<file path="src/rtl/core/ppd_pkg.sv">
`timescale 1ns / 1ps
`default_nettype none

package ppd_pkg;

  // Field and datapath widths.
  localparam int GAIN_W      = 16;
  localparam int COUNT_W     = 10;
  localparam int MM_W        = 8;
  localparam int DUTY_W      = 8;
  localparam int EFF_W       = 9;
  localparam int ERR_W       = 21;
  localparam int STATE_W     = 32;
  localparam int DERR_W      = STATE_W + 1;
  localparam int MUL_A_W     = GAIN_W + 1;
  localparam int MUL_B_W     = STATE_W + 1;
  localparam int PROD_W      = MUL_A_W + MUL_B_W;
  localparam int SCALE_SH    = 8;
  localparam int SCALE_W     = PROD_W - SCALE_SH;
  localparam int QUO_W       = 18;
  localparam int DIV_CNT_W   = $clog2(QUO_W);
  localparam int STEP_W      = 4;
  localparam int CFG_IDX_W   = 3;
  localparam int CFG_DATA_W  = 16;
  localparam int IN_TDATA_W  = 32;
  localparam int OUT_TDATA_W = 32;
  localparam int OUT_USED_W  = 2 * DUTY_W + EFF_W;

  // Register reset values.
  localparam logic [GAIN_W-1:0]  GAIN_P_RESET   = 16'd256;
  localparam logic [GAIN_W-1:0]  GAIN_I_RESET   = 16'd0;
  localparam logic [GAIN_W-1:0]  GAIN_D_RESET   = 16'd0;
  localparam logic [COUNT_W-1:0] POT_LOW_RESET  = 10'd150;
  localparam logic [COUNT_W-1:0] POT_HIGH_RESET = 10'd1023;
  localparam logic [MM_W-1:0]    TRAVEL_RESET   = 8'd25;
  localparam logic [DUTY_W-1:0]  DUTY_RESET     = 8'd255;

  localparam logic [STATE_W-1:0] STATE_MAX = {1'b0, {(STATE_W-1){1'b1}}};
  localparam logic [STATE_W-1:0] STATE_MIN = {1'b1, {(STATE_W-1){1'b0}}};

  typedef enum logic [CFG_IDX_W-1:0] {
    REG_GAIN_P,
    REG_GAIN_I,
    REG_GAIN_D,
    REG_POT_LOW,
    REG_POT_HIGH,
    REG_TRAVEL,
    REG_DUTY_LIMIT
  } cfg_reg_t;

  typedef enum logic [1:0] {
    MSEL_MAP,
    MSEL_P,
    MSEL_I,
    MSEL_D
  } mul_sel_t;

  typedef enum logic [1:0] {
    ACC_HOLD,
    ACC_LOAD,
    ACC_ADD
  } acc_op_t;

  typedef enum logic [2:0] {
    JMP_NEXT,
    JMP_WAIT_IN,
    JMP_IF_DEMO,
    JMP_DIV_LOOP,
    JMP_WAIT_OUT
  } jmp_t;

  // One microcode word.
  typedef struct packed {
    mul_sel_t          mul_sel;
    logic              mul_en;
    acc_op_t           acc_op;
    logic              div_load;
    logic              div_step;
    logic              err_calc;
    logic              state_upd;
    logic              scale;
    logic              emit;
    jmp_t              jmp;
    logic [STEP_W-1:0] target;
  } uword_t;

  // Commands from the sequencer to the serial divider.
  typedef struct packed {
    logic load;
    logic step;
  } div_cmd_t;

  // Program addresses.
  localparam logic [STEP_W-1:0] ST_IDLE     = 4'd0;
  localparam logic [STEP_W-1:0] ST_MUL_MAP  = 4'd1;
  localparam logic [STEP_W-1:0] ST_DIV_LOAD = 4'd2;
  localparam logic [STEP_W-1:0] ST_DIV_STEP = 4'd3;
  localparam logic [STEP_W-1:0] ST_ERR      = 4'd4;
  localparam logic [STEP_W-1:0] ST_STATE    = 4'd5;
  localparam logic [STEP_W-1:0] ST_MUL_P    = 4'd6;
  localparam logic [STEP_W-1:0] ST_MUL_I    = 4'd7;
  localparam logic [STEP_W-1:0] ST_MUL_D    = 4'd8;
  localparam logic [STEP_W-1:0] ST_ACC      = 4'd9;
  localparam logic [STEP_W-1:0] ST_SCALE    = 4'd10;
  localparam logic [STEP_W-1:0] ST_EMIT     = 4'd11;

  // Control store.
  function automatic uword_t ucode_rom(input logic [STEP_W-1:0] step);
    uword_t w;
    w = '0;
    w.mul_sel = MSEL_MAP;
    w.acc_op  = ACC_HOLD;
    w.jmp     = JMP_NEXT;
    w.target  = ST_IDLE;
    case (step)
      ST_IDLE: begin
        w.jmp = JMP_WAIT_IN;
      end
      ST_MUL_MAP: begin
        w.mul_sel = MSEL_MAP;
        w.mul_en  = 1'b1;
        w.jmp     = JMP_IF_DEMO;
        w.target  = ST_ERR;
      end
      ST_DIV_LOAD: begin
        w.div_load = 1'b1;
      end
      ST_DIV_STEP: begin
        w.div_step = 1'b1;
        w.jmp      = JMP_DIV_LOOP;
      end
      ST_ERR: begin
        w.err_calc = 1'b1;
      end
      ST_STATE: begin
        w.state_upd = 1'b1;
      end
      ST_MUL_P: begin
        w.mul_sel = MSEL_P;
        w.mul_en  = 1'b1;
      end
      ST_MUL_I: begin
        w.mul_sel = MSEL_I;
        w.mul_en  = 1'b1;
        w.acc_op  = ACC_LOAD;
      end
      ST_MUL_D: begin
        w.mul_sel = MSEL_D;
        w.mul_en  = 1'b1;
        w.acc_op  = ACC_ADD;
      end
      ST_ACC: begin
        w.acc_op = ACC_ADD;
      end
      ST_SCALE: begin
        w.scale = 1'b1;
      end
      ST_EMIT: begin
        w.emit   = 1'b1;
        w.jmp    = JMP_WAIT_OUT;
        w.target = ST_IDLE;
      end
      default: begin
        w.jmp    = JMP_WAIT_OUT;
        w.target = ST_IDLE;
      end
    endcase
    return w;
  endfunction

endpackage

`default_nettype wire

</file>
<file path="src/rtl/core/ppd_div.sv">
`timescale 1ns / 1ps
`default_nettype none

// Restoring divider, one quotient bit per step, unsigned operands.
module ppd_div (
  input  logic                          clk,
  input  logic                          rst,
  input  ppd_pkg::div_cmd_t             cmd,
  input  logic [ppd_pkg::QUO_W-1:0]     dividend,
  input  logic [ppd_pkg::MM_W-1:0]      divisor,
  output logic [ppd_pkg::QUO_W-1:0]     quotient,
  output logic                          last
);
  import ppd_pkg::*;

  logic [QUO_W-1:0]     quo;
  logic [MM_W-1:0]      rem;
  logic [MM_W-1:0]      dvs;
  logic [DIV_CNT_W-1:0] cnt;
  logic [MM_W:0]        trial;
  logic [MM_W:0]        diff;
  logic                 fits;

  assign trial    = {rem, quo[QUO_W-1]};
  assign diff     = trial - {1'b0, dvs};
  assign fits     = trial >= {1'b0, dvs};
  assign quotient = quo;
  assign last     = cnt == DIV_CNT_W'(QUO_W - 1);

  always_ff @(posedge clk) begin
    if (rst) begin
      cnt <= '0;
    end else if (cmd.load) begin
      cnt <= '0;
    end else if (cmd.step) begin
      cnt <= cnt + 1'b1;
    end
  end

  always_ff @(posedge clk) begin
    if (cmd.load) begin
      quo <= dividend;
      rem <= '0;
      dvs <= divisor;
    end else if (cmd.step) begin
      quo <= {quo[QUO_W-2:0], fits};
      rem <= fits ? diff[MM_W-1:0] : trial[MM_W-1:0];
    end
  end

endmodule

`default_nettype wire

</file>
<file path="src/rtl/core/pid_position_hbridge_drive.sv">
`timescale 1ns / 1ps
`default_nettype none

// A request is taken only at the idle step, so the block works on one request
// at a time; the travel mapping runs through the 18-step serial divider,
// which demo mode skips. The next request is taken while a result waits.
// Reset (rst, synchronous, active high) restores the register defaults and
// clears the previous error, the error sum, the step counter and m_tvalid.
module pid_position_hbridge_drive (
  input  logic                                clk,
  input  logic                                rst,
  // Configuration write port.
  input  logic                                cfg_we,
  input  logic [ppd_pkg::CFG_IDX_W-1:0]       cfg_addr,
  input  logic [ppd_pkg::CFG_DATA_W-1:0]      cfg_data,
  // Request stream.
  input  logic                                s_tvalid,
  output logic                                s_tready,
  // target_mm[7:0], manual_setpoint[17:8], position_count[27:18],
  // limit_far[28], limit_near[29], zero fill[31:30]
  input  logic [ppd_pkg::IN_TDATA_W-1:0]      s_tdata,
  // demo_mode[0]
  input  logic                                s_tuser,
  // Result stream.
  output logic                                m_tvalid,
  input  logic                                m_tready,
  // forward_duty[7:0], reverse_duty[15:8], effort_value[24:16],
  // zero fill[31:25]
  output logic [ppd_pkg::OUT_TDATA_W-1:0]     m_tdata
);
  import ppd_pkg::*;

  // Configuration registers.
  logic [GAIN_W-1:0]  gain_p;
  logic [GAIN_W-1:0]  gain_i;
  logic [GAIN_W-1:0]  gain_d;
  logic [COUNT_W-1:0] pot_low;
  logic [COUNT_W-1:0] pot_high;
  logic [MM_W-1:0]    travel;
  logic [DUTY_W-1:0]  duty_limit;

  // Captured request fields.
  logic [MM_W-1:0]    tgt;
  logic [COUNT_W-1:0] manual;
  logic [COUNT_W-1:0] position;
  logic               lim_far;
  logic               lim_near;
  logic               demo;

  // Loop state carried from tick to tick, and its next values.
  logic [STATE_W-1:0] prev_err;
  logic [STATE_W-1:0] err_sum;
  logic [STATE_W-1:0] sum_sat;
  logic [STATE_W-1:0] sum_sat_prev;

  // Datapath registers.
  logic [ERR_W-1:0]          err;
  logic [DERR_W-1:0]         derr;
  logic signed [PROD_W-1:0]  prod;
  logic [PROD_W-1:0]         acc;
  logic [SCALE_W-1:0]        scaled;
  logic                      map_neg;

  // Sequencer.
  logic [STEP_W-1:0] pc;
  logic [STEP_W-1:0] pc_next;
  uword_t            ctrl;
  logic              in_acc;
  logic              out_free;
  logic              emit_now;

  // Divider hookup.
  div_cmd_t          div_cmd;
  logic [QUO_W-1:0]  div_quo;
  logic              div_last;
  logic [PROD_W-1:0] map_mag;
  logic [MM_W-1:0]   divisor;

  // The microcode word for the current step drives everything below.
  assign ctrl     = ucode_rom(pc);
  assign s_tready = ctrl.jmp == JMP_WAIT_IN;
  assign in_acc   = s_tvalid && s_tready;
  assign out_free = !m_tvalid || m_tready;
  assign emit_now = ctrl.emit && out_free;

  always_comb begin
    pc_next = pc;
    unique case (ctrl.jmp)
      JMP_NEXT:     pc_next = pc + 1'b1;
      JMP_WAIT_IN:  pc_next = in_acc ? pc + 1'b1 : pc;
      JMP_IF_DEMO:  pc_next = demo ? ctrl.target : pc + 1'b1;
      JMP_DIV_LOOP: pc_next = div_last ? pc + 1'b1 : pc;
      JMP_WAIT_OUT: pc_next = out_free ? ctrl.target : pc;
      default:      pc_next = ST_IDLE;
    endcase
  end

  // Control registers and configuration.
  always_ff @(posedge clk) begin
    if (rst) begin
      pc         <= ST_IDLE;
      m_tvalid   <= 1'b0;
      prev_err   <= '0;
      err_sum    <= '0;
      gain_p     <= GAIN_P_RESET;
      gain_i     <= GAIN_I_RESET;
      gain_d     <= GAIN_D_RESET;
      pot_low    <= POT_LOW_RESET;
      pot_high   <= POT_HIGH_RESET;
      travel     <= TRAVEL_RESET;
      duty_limit <= DUTY_RESET;
    end else begin
      pc <= pc_next;
      if (emit_now) begin
        m_tvalid <= 1'b1;
      end else if (m_tready) begin
        m_tvalid <= 1'b0;
      end
      if (ctrl.state_upd) begin
        prev_err <= sum_sat_prev;
        err_sum  <= sum_sat;
      end
      if (cfg_we) begin
        case (cfg_reg_t'(cfg_addr))
          REG_GAIN_P:     gain_p     <= cfg_data;
          REG_GAIN_I:     gain_i     <= cfg_data;
          REG_GAIN_D:     gain_d     <= cfg_data;
          REG_POT_LOW:    pot_low    <= cfg_data[COUNT_W-1:0];
          REG_POT_HIGH:   pot_high   <= cfg_data[COUNT_W-1:0];
          REG_TRAVEL:     travel     <= cfg_data[MM_W-1:0];
          REG_DUTY_LIMIT: duty_limit <= cfg_data[DUTY_W-1:0];
          default: ;
        endcase
      end
    end
  end

  // Shared multiplier: one 17 x 33 signed product per step. The span between
  // the two calibration counts is a signed 11-bit value.
  logic signed [COUNT_W:0]  span;
  logic signed [MUL_A_W-1:0] mul_a;
  logic signed [MUL_B_W-1:0] mul_b;

  assign span = $signed({1'b0, pot_high}) - $signed({1'b0, pot_low});

  always_comb begin
    unique case (ctrl.mul_sel)
      MSEL_MAP: begin
        mul_a = $signed({{(MUL_A_W-MM_W){1'b0}}, tgt});
        mul_b = $signed({{(MUL_B_W-COUNT_W-1){span[COUNT_W]}}, span});
      end
      MSEL_P: begin
        mul_a = $signed({gain_p[GAIN_W-1], gain_p});
        mul_b = $signed({{(MUL_B_W-ERR_W){err[ERR_W-1]}}, err});
      end
      MSEL_I: begin
        mul_a = $signed({gain_i[GAIN_W-1], gain_i});
        mul_b = $signed({err_sum[STATE_W-1], err_sum});
      end
      MSEL_D: begin
        mul_a = $signed({gain_d[GAIN_W-1], gain_d});
        mul_b = $signed(derr);
      end
      default: begin
        mul_a = '0;
        mul_b = '0;
      end
    endcase
  end

  // The mapping divides the magnitude of the product and restores the sign
  // afterwards, which gives truncation toward zero. A travel of zero counts
  // as one millimetre.
  assign map_mag = prod[PROD_W-1] ? PROD_W'(-prod) : PROD_W'(prod);
  assign divisor = (travel == '0) ? MM_W'(1) : travel;
  assign div_cmd = '{load: ctrl.div_load, step: ctrl.div_step};

  ppd_div u_div (
    .clk      (clk),
    .rst      (rst),
    .cmd      (div_cmd),
    .dividend (map_mag[QUO_W-1:0]),
    .divisor  (divisor),
    .quotient (div_quo),
    .last     (div_last)
  );

  // Error: setpoint minus feedback, the setpoint being either the manual
  // count or the mapped target offset by the zero-travel count.
  logic [ERR_W-1:0] quo_ext;
  logic [ERR_W-1:0] quo_signed;
  logic [ERR_W-1:0] setpoint;
  logic [ERR_W-1:0] err_next;

  assign quo_ext    = {{(ERR_W-QUO_W){1'b0}}, div_quo};
  assign quo_signed = map_neg ? ERR_W'(-quo_ext) : quo_ext;
  assign setpoint   = demo ? {{(ERR_W-COUNT_W){1'b0}}, manual}
                           : quo_signed + {{(ERR_W-COUNT_W){1'b0}}, pot_low};
  assign err_next   = setpoint - {{(ERR_W-COUNT_W){1'b0}}, position};

  // Running sum with saturation at the 32-bit signed limits. An overflow
  // shows as the two top bits of the 33-bit sum disagreeing.
  logic [STATE_W:0]   err_wide;
  logic [STATE_W:0]   sum_wide;
  logic [DERR_W-1:0]  derr_next;

  assign err_wide     = {{(STATE_W+1-ERR_W){err[ERR_W-1]}}, err};
  assign sum_wide     = {err_sum[STATE_W-1], err_sum} + err_wide;
  assign sum_sat      = (sum_wide[STATE_W] != sum_wide[STATE_W-1])
                        ? (sum_wide[STATE_W] ? STATE_MIN : STATE_MAX)
                        : sum_wide[STATE_W-1:0];
  assign sum_sat_prev = err_wide[STATE_W-1:0];
  assign derr_next    = err_wide - {prev_err[STATE_W-1], prev_err};

  // Division by 256 truncated toward zero: bias negative sums before the
  // arithmetic shift.
  logic [PROD_W-1:0] acc_biased;

  assign acc_biased = acc + (acc[PROD_W-1] ? PROD_W'((1 << SCALE_SH) - 1) : '0);

  // Saturation to the duty limit and the H-bridge leg selection.
  logic [SCALE_W-1:0] lim_pos;
  logic [SCALE_W-1:0] lim_neg;
  logic [EFF_W-1:0]   effort;
  logic [EFF_W-1:0]   effort_mag;
  logic [DUTY_W-1:0]  fwd;
  logic [DUTY_W-1:0]  rev;

  assign lim_pos = {{(SCALE_W-DUTY_W){1'b0}}, duty_limit};
  assign lim_neg = -lim_pos;

  always_comb begin
    priority if ($signed(scaled) > $signed(lim_pos)) begin
      effort = lim_pos[EFF_W-1:0];
    end else if ($signed(scaled) < $signed(lim_neg)) begin
      effort = lim_neg[EFF_W-1:0];
    end else begin
      effort = scaled[EFF_W-1:0];
    end
  end

  assign effort_mag = -effort;

  // The far switch wins over the near one; both override the loop drive
  // but leave the reported effort alone.
  always_comb begin
    fwd = '0;
    rev = '0;
    priority if (lim_far) begin
      rev = duty_limit;
    end else if (lim_near) begin
      fwd = duty_limit;
    end else if (effort[EFF_W-1]) begin
      rev = effort_mag[DUTY_W-1:0];
    end else begin
      fwd = effort[DUTY_W-1:0];
    end
  end

  // Payload registers.
  always_ff @(posedge clk) begin
    if (in_acc) begin
      tgt      <= s_tdata[7:0];
      manual   <= s_tdata[17:8];
      position <= s_tdata[27:18];
      lim_far  <= s_tdata[28];
      lim_near <= s_tdata[29];
      demo     <= s_tuser;
    end
    if (ctrl.mul_en) begin
      prod <= mul_a * mul_b;
    end
    if (ctrl.div_load) begin
      map_neg <= prod[PROD_W-1];
    end
    if (ctrl.err_calc) begin
      err <= err_next;
    end
    if (ctrl.state_upd) begin
      derr <= derr_next;
    end
    unique case (ctrl.acc_op)
      ACC_LOAD: acc <= prod;
      ACC_ADD:  acc <= acc + prod;
      default: ;
    endcase
    if (ctrl.scale) begin
      scaled <= acc_biased[PROD_W-1:SCALE_SH];
    end
    if (emit_now) begin
      m_tdata <= {{(OUT_TDATA_W-OUT_USED_W){1'b0}}, effort, rev, fwd};
    end
  end

endmodule

`default_nettype wire

</file>
<file path="config.mk">
export PLATFORM = sky130hd
export DESIGN_NAME = pid_position_hbridge_drive
export DESIGN_NICKNAME = d
export VERILOG_FILES = /design/src/rtl/core/ppd_pkg.sv /design/src/rtl/core/ppd_div.sv /design/src/rtl/core/pid_position_hbridge_drive.sv
export SDC_FILE = /design/constraint.sdc
export NUM_CORES = 2
export LEC_CHECK = 0
export ABC_AREA = 1
export BUFFER_PORTS_ARGS = -buffer_cell sky130_fd_sc_hd__buf_2
export CORE_AREA = 5 5 311 313
export DETAILED_ROUTE_END_ITERATION = 10
export DIE_AREA = 0 0 316 318
export GPL_TIMING_DRIVEN = 0
export PLACE_DENSITY_LB_ADDON = 0.3
export SETUP_SLACK_MARGIN = 0.2
export SLEW_MARGIN = 10
export SYNTH_ARGS = -nofsm -noshare
export SYNTH_HDL_FRONTEND = slang
export SYNTH_SLANG_ARGS = --single-unit
export TNS_END_PERCENT = 50
</file>
<file path="constraint.sdc">
create_clock -name clk -period 16.1 [get_ports clk]
set_input_delay 0.805 -clock clk [delete_from_list [all_inputs] [get_ports clk]]
set_output_delay 0.805 -clock clk [all_outputs]
set_load 0.02 [all_outputs]
</file>
======== Yosys cells after proc, flatten, opt, wreduce, memory -nomap -nowiden ========
Cells that the tools add are included.
storage, ports and cells
  register bits ........................... 434
  input bits .............................. 57
  output and inout port bits .............. 34
  word-level logic and storage cells ...... 137
cells by class
  eq/ne operators ......................... 31
  $lt $le $gt $ge ......................... 3
  muxes and demuxes ....................... 36
  reduce and logical (&&, ||, !) cells .... 23
  add/sub/neg operators ................... 14
  multipliers ............................. 1
operators by type and width
  kind                                           count
  one-hot mux 33 bit (4 select lines)            1
  one-hot mux 50 bit (2 select lines)            1
  one-hot mux 17 bit (4 select lines)            1
  2-to-1 mux 32 bit                              2
  2-to-1 mux 8 bit                               7
  2-to-1 mux 18 bit                              3
  adder 50 bit                                   1
  adder 50 x 8 -> 50 bit                         1
  multiplier 17 x 33 -> 50 bit                   1
  > comparator 42 x 9 -> 1 bit                   1
  < comparator 42 bit                            1
  2-to-1 mux 21 bit                              2
  negator 8 -> 42 bit                            1
  adder 32 x 21 -> 33 bit                        1
  one-hot mux 3 bit (4 select lines)             2
  subtractor 21 x 21 -> 22 bit                   1
  adder 21 x 10 -> 21 bit                        1
  negator 18 -> 21 bit                           1
  subtractor 21 x 10 -> 21 bit                   1
  one-hot mux 4 bit (5 select lines)             1
  2-to-1 mux 9 bit                               2
  negator 18 bit                                 1
  == test 4 x 3 -> 1 bit, second input constant  4
  == test 4 bit, second input constant           4
  other kinds (33)                               66

======== Depth between registers and ports, before layout ========
  depth after elaboration ................. 8
  depth in mapped cells ................... 43

======== By module ========
Synthesis repeated with hierarchy kept, for this count alone.
unflattened totals
  cell total of the unflattened synthesis .. 5741
  area total of the unflattened synthesis .. 46508.4 um^2
modules (own cells, without submodules)
  module                      area an instance (um^2)  cells an instance  times used
  pid_position_hbridge_drive  44421.4                  5495               1
  ppd_div                     2087.0                   246                1

======== Worst setup path after synthesis ========
OpenSTA, ideal clock, no wires.
  path kind ............................... register -> register
  from .................................... register pot_low[0]
  to ...................................... register prod[47], data pin
  cell stages (with the launch flop) ...... 35
  buffers on the path ..................... 1
  arrival ................................. 7.225 ns
  data required time ...................... 15.834 ns
  setup slack ............................. 8.609 ns
  library setup time ...................... 0.266 ns
  cells stage by stage .................... dfxtp_1 -> ha_1 -> inv_1 -> fa_1 -> nand3_1 -> nand2_1 -> a21oi_1 -> o21ai_1 -> a21oi_1 -> o21bai_1 -> a21oi_1 -> o21bai_1 -> nand2_1 -> buf_2 -> nand2_1 -> nor2_1 -> inv_1 -> fa_1 -> fa_1 -> inv_1 -> fa_1 -> inv_1 -> fa_1 -> inv_1 -> fa_1 -> inv_1 -> fa_1 -> inv_1 -> ha_1 -> nand2_1 -> nor2_1 -> nand3_1 -> or2_2 -> o221ai_1 -> xor2_1
between the ends
  longest elaborated chain between the ends .. 3
ends and longest elaborated chain
  element                              RTL line                           text
  from (decl)                          pid_position_hbridge_drive.sv:37   logic [COUNT_W-1:0] pot_low;
  from (signal assigned)               pid_position_hbridge_drive.sv:128  REG_POT_LOW: pot_low <= cfg_data[COUNT_W-1:0];
  subtractor 10 x 10 -> 11 bit         pid_position_hbridge_drive.sv:144  assign span = $signed({1'b0, pot_high}) - $signed({1'b0, pot_low});
  one-hot mux 33 bit (4 select lines)  pid_position_hbridge_drive.sv:147  unique case (ctrl.mul_sel)
  multiplier 17 x 33 -> 50 bit         pid_position_hbridge_drive.sv:271  prod <= mul_a * mul_b;
  to (signal assigned)                 pid_position_hbridge_drive.sv:271
  to (decl)                            pid_position_hbridge_drive.sv:59   logic signed [PROD_W-1:0] prod;
Every way passes these cells.
A chain may end at the register's enable or synchronous reset.

======== Final worst setup path ========
  from .................................... register pot_low[0]
  to ...................................... register prod[48], data pin
Same word-level chain as after synthesis.

==> results <==
- In the routed layout, each cell is associated on average with a via count of 5.47.
- The total I/O pin count is between 90 and 100.
- The tool flagged a number of max-cap violations equal to 0.
- After clock tree synthesis, the clock-pin slew on the worst setup and hold paths is approximately 0.060 ns.
- After clock tree synthesis, the repair step resized 0 gates.
- Summed over all layers, the global routing overflow is 0.
- Yosys attributes the largest share of cell area to sky130_fd_sc_hd__fa_1 (23%), sky130_fd_sc_hd__edfxtp_1 (17%), sky130_fd_sc_hd__nand2_1 (9.1%).
- The worst setup path is launched from a flop.
- The mapped cell area is 46500 um2.
- The final hold violation count came to 0.
- The synthesized design contains 268 enable-type register cells.
- The flow ran to the end, and the final reports show no timing, DRC or antenna violations.
- The most common cell after layout, fill and taps aside is sky130_fd_sc_hd__nand2_1.
- The total power consumption of the routed design is 0.0108 W.
- The proportion of register bits with asynchronous set or reset after synthesis is 0%.
- The remaining routing DRC violations is 0.
- The worst register-to-register path begins at pot_low[0].
- The final wirelength is 138 mm.
- TritonCTS built the clock tree.
- Setup violations remaining at the end of the flow were counted as 0.
- Before antenna repair, the detailed router went through 6 iterations.
- For this block, the initial DRC count from the detailed router was between 3000 and 4000.
- The leakage power total is between 20 and 25 nW.
- The final cycle utilization of the critical path is 58.7%.
- For this configuration, the core starts out at a cell density of 49.5%.
- The highest ir drop seen on vdd is between 0.4 and 0.5 mV.
- The worst setup path is captured at a flop.
- Averaged over all synthesized cells, the footprint is 8.03 um2.
- In the layout the commonest cells are sky130_fd_sc_hd__nand2_1 (1129), sky130_fd_sc_hd__inv_1 (1097), sky130_fd_sc_hd__nor2_1 (606), sky130_fd_sc_hd__fa_1 (533), sky130_fd_sc_hd__a21oi_1 (337).
- Across all layers, the routed design uses approximately 40000 vias.
- The sequential cells in the finished layout cover a total of between 10000 and 15000 um2.
- Dividing the detail-routed wire length by the instance count gives 19.1 um.
- In this run the horizontal extent of the chip is ~320 um.
- Synthesis handed over a netlist of 5795 instances.
- The number of core rows is ~110.
- The number of warnings printed during yosys synthesis is 0.
- The half-perimeter wire length after detailed placement is roughly 110 mm.
- At the pin with the least slew margin, the transition time is between 1 and 1.5 ns.
- Power spread over the standard cell area amounts to 214 nW/um2.
- The proportion of layout cells with a drive suffix above 1 is 6.45%.
- The number of buffers added for setup after CTS is 0.
- For this run, the leading register cell type out of synthesis is sky130_fd_sc_hd__edfxtp_1.
- In this run the tightest slew margin relative to its limit is between 20% and 30%.
- Fill cells in the final layout number 8919.
- The cell at the root of the clock tree is sky130_fd_sc_hd__clkbuf_16.
- At the end of routability-driven placement, the weighted congestion stood at ~1.
- The sum of negative setup slack is 0 ns.
- The setup skew after layout is 0.0500 ns.
- By instance count, the cell type seen most on the critical path is sky130_fd_sc_hd__nand2_1.
- The minimum period implied by the final worst setup slack is 9.45 ns.
- The post-detailed-route count of antenna-violating nets is 0.
- The startpoint of the worst hold path is s_tdata[27].
- Global routing consumed, over all layers together, 27.3% of the routing resources.
- The clock insertion delay at the later pin of the skew report is roughly 0.63 ns.
- The area of combinational cells with multiple inputs is slightly above 30000 um2.
- The worst min-delay path class is input pin to flop.
- Summing the sequential cell areas from Yosys gives 24.0% of the chip area.
- Setup repair after global routing left no endpoint under its margin.
- The longest clock path from root to sink contains 3 buffers.
- On the critical path, the stage with the largest delay is an instance of sky130_fd_sc_hd__fa_1.
- The overall die height is ~320 um.
- The H-tree depth is 2.
- The timing startpoint of the critical path is pot_low[0].
- The number of buffers inserted by hold repair at cts is 0.
- The top cell type's share of synthesized area is 22.9%.
- The number of sinks handled by clock tree synthesis is 423.
- The data required time of the worst path is 16.42 ns.
- From synthesis to final layout, the design area changed by 8.13%.
- Cells fill 53.5% of the core in the end.
- The maximum frequency from static timing analysis is roughly 0.11 GHz.
- In this run the worst path has a maximum fanout of 10.
- The largest total area in the synthesized netlist belongs to sky130_fd_sc_hd__fa_1.
- On the worst path, the slowest cell contributes a delay of roughly 0.55 ns.
- The first global-routing pass estimated 216 mm of wire.
- Buffers inserted during clock tree synthesis total 49.
- The number of different library cells in the post-synthesis netlist is 67.
- The via count of the first global-routing pass was a little under 40000.
- For this run, the post-layout net count is 6854.
- Counting flops and latches in the post-synthesis netlist gives 423.
- Data arrives at the worst endpoint at roughly 9.8 ns.
- The largest net degree at the start of global routing is 39.
- The port buffer count is 80.
- The region available for standard cell placement spans 94000 um2.
- The initial antenna violation count is 1.
- The count of pins over their slew limit came to 0.
- The overall die area is 100000 um2.
- The classification of the worst setup path is flop to flop.
- The worst register-to-register path has a setup slack of 6.65 ns.
## worst max-delay path: cells and delay by family, from the launching register on
kind / cells / cell delay [ns]
AND/OR/NAND/NOR: 11 / 1.69
AO/OA/AOI/OAI: 12 / 2.11
adder cells (fa/ha/maj): 9 / 4.05
flip-flops: 1 / 0.39
buffers and inverters: 8 / 0.88
## cell families (layout without fill, tap and decap cells)
group / count (synthesis) / in the layout / share of synthesized area [%]
multiplexers: 2 / 2 / 0.0430
AO/OA/AOI/OAI: 892 / 892 / 10.8
AND/OR/NAND/NOR: 2127 / 2127 / 18.9
adder cells (fa/ha/maj): 857 / 857 / 31.7
other: 1 / 8 / 0.00806
flip-flops: 423 / 423 / 24.0
XOR/XNOR: 209 / 209 / 3.95
buffers and inverters: 1284 / 1464 / 10.7
## routing by layer
metal / GRT usage [%] / vias up / routed length (um) / part of all wire [%]
li1: - / 18600 / - / -
met5: 0 / - / 0 / 0
met2: 44.0 / 1703 / 63100 / 46
met4: 10.2 / 0 / 6090 / 4.4
met3: 4.29 / 320 / 11800 / 8.6
met1: 37.3 / 19100 / 57400 / 41
## registers in the layout (all words and copies together) (netlist names), 16 cells and up
register and flops:
gain_i 16, gain_p 16, prod 50, prev_err 21, u_div.quotient 18, m_tdata 25
acc 50, scaled 42, gain_d 16, err 21, err_sum 32, derr 22
## worst paths after layout
path                               endpoint  cells past startpoint
worst min register to register   gain_i[12]                      2
worst min-delay path            position[9]                      1
worst max register to register     prod[48]                     40
worst max-delay path               prod[48]                     40
## per-stage QoR
stage	area, um2	worst slack [ns]	cells	hold slack (ns)
floorplan	46500	8.61	5801	0.424
global placement	48500	6.91	7146	0.437
detailed placement	48700	6.80	7154	0.443
CTS	50300	6.76	7246	0.319
global route	50300	6.08	7246	0.336
finish	50300	6.65	7247	0.346
## power by group
group	internal [W]	total [W]	switching (W)
Combinational	0.00272	0.00772	0.00501
Clock	0.000650	0.00115	0.000500
Sequential	0.00168	0.00191	0.000224
## cell usage after synthesis (5+ instances only)
library cell,number
sky130_fd_sc_hd__nand2_1,1130
sky130_fd_sc_hd__inv_1,1098
sky130_fd_sc_hd__nor2_1,608
sky130_fd_sc_hd__fa_1,533
sky130_fd_sc_hd__a21oi_1,337
sky130_fd_sc_hd__ha_1,324
sky130_fd_sc_hd__o21ai_0,324
sky130_fd_sc_hd__edfxtp_1,268
sky130_fd_sc_hd__nand3_1,171
sky130_fd_sc_hd__dfxtp_1,155
sky130_fd_sc_hd__xor2_1,130
sky130_fd_sc_hd__xnor2_1,78
sky130_fd_sc_hd__clkbuf_1,73
sky130_fd_sc_hd__buf_2,66
sky130_fd_sc_hd__nor3_1,51
sky130_fd_sc_hd__a31oi_1,48
sky130_fd_sc_hd__nand4_1,37
sky130_fd_sc_hd__nor4_1,29
sky130_fd_sc_hd__o211ai_1,28
sky130_fd_sc_hd__or2_2,28
sky130_fd_sc_hd__a21o_1,24
sky130_fd_sc_hd__nand2_2,24
sky130_fd_sc_hd__inv_2,21
sky130_fd_sc_hd__o21bai_1,16
sky130_fd_sc_hd__buf_4,15
sky130_fd_sc_hd__nor2_2,15
sky130_fd_sc_hd__o21ai_1,14
sky130_fd_sc_hd__o21ai_2,12
sky130_fd_sc_hd__a221oi_1,11
sky130_fd_sc_hd__o21a_1,11
sky130_fd_sc_hd__a21oi_2,10
sky130_fd_sc_hd__o22ai_1,10
sky130_fd_sc_hd__a21boi_0,9
sky130_fd_sc_hd__nand3b_1,9
sky130_fd_sc_hd__o31ai_1,7
sky130_fd_sc_hd__o221ai_1,6
sky130_fd_sc_hd__a22o_1,5
sky130_fd_sc_hd__clkinv_1,5
sky130_fd_sc_hd__o2111ai_1,5
## layout make-up
cell class | count | share of cell area [%]
multi-input cells | 4094 | 60.5
repair buffers | 88 | 1.02
plain buffers | 160 | 1.53
flip-flops and latches | 423 | 22.2
inverters | 1124 | 8.39
clock buffers | 58 | 2.59
clock inverters | 34 | 0.669
diodes | 1 | 0.00498
well taps | 1265 | 3.15
No activity file was read; power rests on OpenSTA's default activity.
